File: src/rtl/sdbp_pkg.sv
// Shared constants, types and register indexes for the saturating delta bit packer.
// No dependencies; every other file in rtl/ imports this package.
package sdbp_pkg;

  localparam int DELTA_BITS        = 2;
  localparam int FRAME_BYTES       = 90;
  localparam int CHANNELS          = 4;
  localparam int VAL_W             = 32;
  localparam int SCALE_W           = 16;
  localparam int CFG_IDX_W         = 8;
  localparam int SAMPLE_BITS       = CHANNELS * DELTA_BITS;
  localparam int SAMPLES_PER_FRAME = (FRAME_BYTES * 8) / SAMPLE_BITS;
  localparam int FRAME_BITS        = SAMPLES_PER_FRAME * SAMPLE_BITS;
  // bytes one sample can produce: leftover partial bits plus the new codes, plus a flush
  localparam int ACC_BYTES         = (SAMPLE_BITS + 14) / 8;
  localparam int ACC_W             = ACC_BYTES * 8;
  localparam int POS_W             = $clog2(FRAME_BITS + SAMPLE_BITS + 1);
  localparam int CNT_W             = $clog2(ACC_BYTES + 1);
  localparam int TOT_W             = $clog2(SAMPLE_BITS + 8);

  localparam logic signed [VAL_W:0] DELTA_MAX = (VAL_W + 1)'((1 << (DELTA_BITS - 1)) - 1);
  localparam logic signed [VAL_W:0] DELTA_MIN = -DELTA_MAX - (VAL_W + 1)'(1);

  localparam int FRAC_CHANNEL = 2;
  localparam int INIT_CHANNEL = 3;

  localparam logic [CFG_IDX_W-1:0] REG_SCALE_CH0 = CFG_IDX_W'(0);
  localparam logic [CFG_IDX_W-1:0] REG_SCALE_CH1 = CFG_IDX_W'(1);
  localparam logic [CFG_IDX_W-1:0] REG_SCALE_CH2 = CFG_IDX_W'(2);
  localparam logic [CFG_IDX_W-1:0] REG_SCALE_CH3 = CFG_IDX_W'(3);

  localparam logic [SCALE_W-1:0] SCALE_RESET [CHANNELS] = '{
    SCALE_W'(1), SCALE_W'(1), SCALE_W'(10), SCALE_W'(1)
  };

  typedef struct packed {
    logic load;       // word enters the multiply stage
    logic load_init;  // that word is an init item
    logic adv;        // multiply stage result moves to the delta stage
    logic adv_init;   // the moving word is an init item
  } lane_ctrl_t;

endpackage

File: src/rtl/saturating_delta_bit_packer_top.sv
// An accepted sample word passes the multiply register and the delta code register, then
// enters the merge byte queue, which drives m_tdata. One word per cycle while a sample yields
// at most one byte and m_tready is high; else the queue sends one byte per cycle.
// Reset clears references, frame position, partial byte and queues; scales go to 1,1,10,1.
// Top level: four channel lanes, merge/pack stage, scale registers. Depends on sdbp_pkg,
// sdbp_lane, sdbp_merge.
module saturating_delta_bit_packer_top
  import sdbp_pkg::*;
(
  input  logic                 clk,
  input  logic                 rst,
  input  logic                 s_tvalid,
  output logic                 s_tready,
  // channel0_value[15:0], channel1_value[47:16], channel2_value[79:48], channel3_value[95:80]
  input  logic [95:0]          s_tdata,
  // func (0 sample, 1 init references)
  input  logic                 s_tuser,
  output logic                 m_tvalid,
  input  logic                 m_tready,
  // packed_byte[7:0]
  output logic [7:0]           m_tdata,
  output logic                 m_tlast,
  input  logic                 cfg_valid,
  output logic                 cfg_ready,
  input  logic [CFG_IDX_W-1:0] cfg_index,
  input  logic [SCALE_W-1:0]   cfg_data
);

  logic [SCALE_W-1:0]      scale [CHANNELS];
  logic signed [VAL_W-1:0] lane_val [CHANNELS];
  logic [VAL_W-1:0]        lane_init [CHANNELS];
  logic [DELTA_BITS-1:0]   lane_code [CHANNELS];
  logic [SAMPLE_BITS-1:0]  codes;
  lane_ctrl_t              lctrl;
  logic                    accept;
  logic                    s1_valid;
  logic                    s1_init;
  logic                    s1_adv;
  logic                    s2_valid;
  logic                    s2_init;
  logic                    mrg_ready;

  assign cfg_ready = 1'b1;

  always_ff @(posedge clk) begin
    if (rst) begin
      for (int i = 0; i < CHANNELS; i++) begin
        scale[i] <= SCALE_RESET[i];
      end
    end else if (cfg_valid && cfg_ready) begin
      case (cfg_index)
        REG_SCALE_CH0: scale[0] <= cfg_data;
        REG_SCALE_CH1: scale[1] <= cfg_data;
        REG_SCALE_CH2: scale[2] <= cfg_data;
        REG_SCALE_CH3: scale[3] <= cfg_data;
        default: ;
      endcase
    end
  end

  assign lane_val[0]  = $signed({{16{s_tdata[15]}}, s_tdata[15:0]});
  assign lane_val[1]  = $signed(s_tdata[47:16]);
  assign lane_val[2]  = $signed(s_tdata[79:48]);
  assign lane_val[3]  = $signed({16'd0, s_tdata[95:80]});
  assign lane_init[0] = '0;
  assign lane_init[1] = '0;
  assign lane_init[2] = '0;
  assign lane_init[3] = {16'd0, s_tdata[95:80]};

  assign s1_adv   = s1_valid && (!s2_valid || mrg_ready);
  assign s_tready = !s1_valid || !s2_valid || mrg_ready;
  assign accept   = s_tvalid && s_tready;

  assign lctrl.load      = accept;
  assign lctrl.load_init = s_tuser;
  assign lctrl.adv       = s1_adv;
  assign lctrl.adv_init  = s1_init;

  always_ff @(posedge clk) begin
    if (rst) begin
      s1_valid <= 1'b0;
      s2_valid <= 1'b0;
    end else begin
      if (accept) begin
        s1_valid <= 1'b1;
      end else if (s1_adv) begin
        s1_valid <= 1'b0;
      end
      if (s1_adv) begin
        s2_valid <= 1'b1;
      end else if (s2_valid && mrg_ready) begin
        s2_valid <= 1'b0;
      end
    end
  end

  always_ff @(posedge clk) begin
    if (accept) begin
      s1_init <= s_tuser;
    end
    if (s1_adv) begin
      s2_init <= s1_init;
    end
  end

  for (genvar g = 0; g < CHANNELS; g++) begin : g_lane
    sdbp_lane u_lane (
      .clk      (clk),
      .rst      (rst),
      .ctrl     (lctrl),
      .value    (lane_val[g]),
      .scale    (scale[g]),
      .frac     (g == FRAC_CHANNEL),
      .init_ref ((g == INIT_CHANNEL) ? lane_init[g] : '0),
      .code     (lane_code[g])
    );
    assign codes[g*DELTA_BITS +: DELTA_BITS] = lane_code[g];
  end

  sdbp_merge u_merge (
    .clk      (clk),
    .rst      (rst),
    .in_valid (s2_valid),
    .in_init  (s2_init),
    .codes    (codes),
    .in_ready (mrg_ready),
    .m_tvalid (m_tvalid),
    .m_tready (m_tready),
    .m_tdata  (m_tdata),
    .m_tlast  (m_tlast)
  );

  a_s1_hold: assert property (@(posedge clk) disable iff (rst)
    (s1_valid && !s1_adv) |=> s1_valid)
    else $error("multiply stage dropped a stalled word");

  a_s2_hold: assert property (@(posedge clk) disable iff (rst)
    (s2_valid && !mrg_ready) |=> (s2_valid && $stable(codes)))
    else $error("delta stage changed while stalled");

  a_init_flow: assert property (@(posedge clk) disable iff (rst)
    (s1_adv && s1_init) |=> (s2_valid && s2_init))
    else $error("init word lost between stages");

endmodule

File: src/rtl/sdbp_lane.sv
// One channel lane: scale multiply stage, then saturated delta against the tracked reference.
// Depends on sdbp_pkg.
module sdbp_lane
  import sdbp_pkg::*;
(
  input  logic                    clk,
  input  logic                    rst,
  input  lane_ctrl_t              ctrl,
  input  logic signed [VAL_W-1:0] value,
  input  logic [SCALE_W-1:0]      scale,
  input  logic                    frac,
  input  logic [VAL_W-1:0]        init_ref,
  output logic [DELTA_BITS-1:0]   code
);

  logic signed [VAL_W+SCALE_W:0] prod;
  logic [VAL_W-1:0]              mul_out;
  logic [VAL_W-1:0]              scaled;
  logic signed [VAL_W-1:0]       reference;
  logic signed [VAL_W:0]         diff;
  logic signed [VAL_W:0]         dsat;
  logic signed [VAL_W-1:0]       reference_next;

  assign prod = (VAL_W+SCALE_W+1)'(value) * (VAL_W+SCALE_W+1)'($signed({1'b0, scale}));

  // Q16.16: drop 16 fraction bits, truncating toward zero for negative products
  always_comb begin
    if (frac) begin
      mul_out = prod[VAL_W+15:16]
              + VAL_W'(prod[VAL_W+SCALE_W] && (prod[15:0] != 16'd0));
    end else begin
      mul_out = prod[VAL_W-1:0];
    end
  end

  always_ff @(posedge clk) begin
    if (ctrl.load) begin
      scaled <= ctrl.load_init ? init_ref : mul_out;
    end
  end

  always_comb begin
    diff = $signed({scaled[VAL_W-1], scaled}) - $signed({reference[VAL_W-1], reference});
    if (diff > DELTA_MAX) begin
      dsat = DELTA_MAX;
    end else if (diff < DELTA_MIN) begin
      dsat = DELTA_MIN;
    end else begin
      dsat = diff;
    end
    reference_next = reference + dsat[VAL_W-1:0];
  end

  always_ff @(posedge clk) begin
    if (rst) begin
      reference <= '0;
    end else if (ctrl.adv) begin
      reference <= ctrl.adv_init ? $signed(scaled) : reference_next;
    end
  end

  always_ff @(posedge clk) begin
    if (ctrl.adv) begin
      code <= dsat[DELTA_BITS-1:0];
    end
  end

endmodule

File: src/rtl/sdbp_merge.sv
// Merge stage: packs the lane codes into bytes, tracks frame fill, flushes at frame end,
// and queues the bytes of one sample for the output stream. Depends on sdbp_pkg.
module sdbp_merge
  import sdbp_pkg::*;
(
  input  logic                   clk,
  input  logic                   rst,
  input  logic                   in_valid,
  input  logic                   in_init,
  input  logic [SAMPLE_BITS-1:0] codes,
  output logic                   in_ready,
  output logic                   m_tvalid,
  input  logic                   m_tready,
  output logic [7:0]             m_tdata,
  output logic                   m_tlast
);

  logic [POS_W-1:0]     pos;
  logic [POS_W-1:0]     pos_sum;
  logic [7:0]           partial;
  logic [7:0]           partial_sel;
  logic [2:0]           off;
  logic [ACC_W-1:0]     acc;
  logic [TOT_W-1:0]     total;
  logic [TOT_W-4:0]     full;
  logic                 frame_end;
  logic [CNT_W-1:0]     count;
  logic [ACC_BYTES-1:0] last_vec;
  logic [7:0]           pend_bytes [ACC_BYTES];
  logic [ACC_BYTES-1:0] pend_last;
  logic [CNT_W-1:0]     pend_cnt;
  logic                 take;

  assign in_ready = (pend_cnt == '0) || ((pend_cnt == CNT_W'(1)) && m_tready);
  assign take     = in_valid && in_ready;
  assign m_tvalid = (pend_cnt != '0);
  assign m_tdata  = pend_bytes[0];
  assign m_tlast  = pend_last[0];

  always_comb begin
    off       = pos[2:0];
    acc       = (ACC_W'(codes) << off) | ACC_W'(partial);
    total     = TOT_W'(off) + TOT_W'(SAMPLE_BITS);
    full      = total[TOT_W-1:3];
    pos_sum   = pos + POS_W'(SAMPLE_BITS);
    frame_end = (pos_sum >= POS_W'(FRAME_BITS));
    count     = CNT_W'(full) + CNT_W'(frame_end && (total[2:0] != 3'd0));
    partial_sel = 8'd0;
    for (int i = 0; i < ACC_BYTES; i++) begin
      if (TOT_W'(full) == TOT_W'(i)) begin
        partial_sel = acc[8*i +: 8];
      end
      last_vec[i] = frame_end && (CNT_W'(i + 1) == count);
    end
  end

  always_ff @(posedge clk) begin
    if (rst) begin
      pos     <= '0;
      partial <= '0;
    end else if (take && !in_init) begin
      pos     <= frame_end ? '0 : pos_sum;
      partial <= frame_end ? 8'd0 : partial_sel;
    end
  end

  always_ff @(posedge clk) begin
    if (rst) begin
      pend_cnt <= '0;
    end else if (take) begin
      pend_cnt <= in_init ? '0 : count;
    end else if (m_tvalid && m_tready) begin
      pend_cnt <= pend_cnt - CNT_W'(1);
    end
  end

  // byte queue of one sample; head byte drives the output
  always_ff @(posedge clk) begin
    if (take) begin
      for (int i = 0; i < ACC_BYTES; i++) begin
        pend_bytes[i] <= acc[8*i +: 8];
      end
      pend_last <= last_vec;
    end else if (m_tvalid && m_tready) begin
      for (int i = 0; i < ACC_BYTES - 1; i++) begin
        pend_bytes[i] <= pend_bytes[i+1];
      end
      pend_last <= pend_last >> 1;
    end
  end

endmodule

File: config.mk
export PLATFORM = sky130hd
export DESIGN_NAME = saturating_delta_bit_packer_top
export DESIGN_NICKNAME = d
export VERILOG_FILES = /design/src/rtl/sdbp_pkg.sv /design/src/rtl/saturating_delta_bit_packer_top.sv /design/src/rtl/sdbp_lane.sv /design/src/rtl/sdbp_merge.sv
export SDC_FILE = /design/constraint.sdc
export NUM_CORES = 2
export LEC_CHECK = 0
export BUFFER_PORTS_ARGS = -buffer_cell sky130_fd_sc_hd__buf_4
export CORE_MARGIN = 3
export CORE_UTILIZATION = 40
export CTS_CLUSTER_SIZE = 30
export DETAILED_ROUTE_END_ITERATION = 10
export SLEW_MARGIN = 20
export SYNTH_ARGS = -nofsm -noshare
export SYNTH_HDL_FRONTEND = slang
export SYNTH_HIERARCHICAL = 1
export SYNTH_SLANG_ARGS = --single-unit
export TNS_END_PERCENT = 100
File: constraint.sdc
create_clock -name clk -period 30.2 [get_ports clk]
set_input_delay 6.04 -clock clk [delete_from_list [all_inputs] [get_ports clk]]
set_output_delay 6.04 -clock clk [all_outputs]
set_load 0.01 [all_outputs]
==> results.toml <==
[synth]
async_reset_ff_share_pct = 0
synth_mux_area_share_pct = 0.696
yosysMostFrequentCell = "inv_1"
synthTopCellsByCount = "inv_1, fa_1, nand2_1"
yosysTopAreaCell = "fa_1"
synth_compound_area_share_pct = 12.4
synthAdderAreaFrac_pct = 44.6
yosysWarnings = 6
syn_avg_cell_area_um2 = 8.39
synth_seq_area_share_pct = 8.52
synthXorXnorAreaFrac_pct = 3.78
syn_area_mm2 = 0.109
synth_top_family_by_area = "adder cells"
synthCells = 13000
ys.flop_type = "edfxtp_1"
synth-seq-cells = 356
synth_top_area_share_pct = 36.2
synth-edff-count = 214
synth-simple-area-share_pct = 18.5
ys_types = 135
synth.top_cells.by_area = "fa_1, inv_1, ha_1"

[critical_path]
critPathCaptureType = "flop"
required_ns = 30.57
crit_slowest_cell = "fa_1"
critPathKind = "in2reg"
crit_path_frequent_cell = "fa_1"
crit_buf_inv = 5
startpoint_type = "input port"
critical_path.top_delay_family = "adder cells"
reg2reg_slack_ns = 20.51
critPathMaxStageDelay_ns = 0.53
cp_max_fo = 16
arrival_ns = 14.94

[drt]
vias = 86000
via_per_inst = 5.23
routedWlPerCell_um = 17.7
wirelength_um = 292000
drc = 0
ant_nets = 0
drtIter0Drc = 5551
first_pass_iters = 5

[sta]
slew_headroom_pct = 28.9
max_freq_ghz = 0.0686
finalHoldViolations = 0
fin_tns_setup_ns = 0
setup_viol = 0
fin_crit_sh_pct = 48.3
drv_slew = 0
rsz0062_at_grt = "no"
fin_worst_skew_ns = 0.0539
period_needed_ns = 14.57
worst_pin_slew_ns = 1.06

[clock_network]
tritoncts = "built"
cts_buffer_depth = 3
cts-root-buf = "clkbuf_16"
path_clk_slew_ns = 0.06
clk_latency_ns = 0.65
htreeDepth = 2
cts_buffers = 46
cts_hold_buf = 0
cts_setup_buffers = 0
cts-resized-gates = 0
cts_sinks = 356

[die]
die-area_mm2 = 0.278
die_h_um = 527
die_x_um = 527
initial_utilization_pct = 40.4
pin_count = 138
core-area_mm2 = 0.269
row_count = 190

[grt]
grt_overflow = 0
antenna_found_initial = 8
grt_util_all_layers_pct = 21.2
grt_start_max_net_pins = 144
grt_pass1_wl_um = 480000
grt_pass1_vias = 88400

[placed_design]
gp_congestion = 0.923
dpl.hpwl_um = 231000
port_buffers = 136

[cells_and_area]
layout-drive-gt1-share_pct = 4.08
fin_nets = 15700
area_growth_pct = 5.83
fillerInstances = 27200

[outcome]
status = "completed"

[run]
maxCapViolCount = 0

[hold_path]
min_path_type = "reg2reg"
## layer usage
metal | vias to the layer above | routed length, µm | GRT usage [%]
met5 | - | 0 | 0
met4 | 0 | 7290 | 4.87
met3 | 311 | 14400 | 1.91
met2 | 2083 | 135000 | 34.8
met1 | 43100 | 135000 | 30.2
li1 | 40600 | - | -
## worst register-to-register path, delay by kind of cell, from the launching register on
family          cells  cell delay [ns]
simple gates        8             2.13
compound gates     11             2.45
buf+inv             4             0.55
flops               1             0.33
xor+xnor            2             0.31
fa+ha+maj           8             3.70
## state kept, by name, indices dropped and copies added (netlist names)
signal / count
g_lane.u_lane/reference: 128
g_lane.u_lane/scaled: 128
scale: 64
u_merge/pend_bytes: 10
g_lane.u_lane/code: 8
u_merge/pos: 7
u_merge/partial: 3
u_merge/pend_cnt: 2
u_merge/pend_last: 2
s1_init: 1
s1_valid: 1
s2_init: 1
s2_valid: 1
## area by class of cell
class,instances,area [µm²],share of cell area [%]
antenna,5,12.5,0.0109
clock buffer,54,1220,1.06
sequential,356,9270,8.05
multi-input combinational,9552,87900,76.4
tap,3552,4440,3.86
clock inverter,32,394,0.342
inverter,2659,9980,8.67
timing repair buffer,247,1880,1.63
## path summary, 6_finish.rpt
kind,from,end,depth (start not counted)
worst min-delay path,s1_valid,s2_valid,2
worst max register to register,scale[2][2],g_lane[2].u_lane/scaled[30],33
worst max-delay path,s_tdata[60],g_lane[2].u_lane/scaled[30],34
worst min register to register,s1_valid,s2_valid,2
## per-stage QoR
step	utilization, %	setup slack, ns	instance area (µm²)	hold slack, ns	std cells
final	42.7	15.63	115000	0.475	16500
after global routing	42.7	15.07	115000	0.494	16500
after CTS	42.7	15.65	115000	0.475	16500
after detailed placement	42.1	15.02	113000	0.467	16400
after global placement	42.1	15.12	113000	0.457	16400
after floorplan	-	15.84	110000	0.428	13200
## placed cells by master (no fill, tap or decap), types with 167 or more instances in the layout
| master | n |
|---|---|
| inv_1 | 2659 |
| fa_1 | 1964 |
| nand2_1 | 1769 |
| and2_1 | 867 |
| ha_1 | 731 |
| nor2_1 | 472 |
| a21oi_1 | 456 |
| o21ai_0 | 412 |
| xnor2_1 | 295 |
| buf_4 | 242 |
| conb_1 | 237 |
| a21o_1 | 215 |
| edfxtp_1 | 214 |
| xor2_1 | 167 |
## cells by family (layout without fill, tap and decap cells)
| group | after synthesis | after routing |
|---|---|---|
| muxes | 74 | 74 |
| other | 3 | 242 |
| xor gates and xnor gates | 465 | 465 |
| buffers and inverters | 3290 | 2992 |
| AOI/OAI and AO/OA | 1998 | 1998 |
| DFF | 356 | 356 |
| adders and majority gates | 2695 | 2695 |
| and+or+nand+nor | 4083 | 4083 |
Power is left out: the tool's default activity adds up to more than one toggle a clock period on the data nets, which glitch-free logic cannot reach.
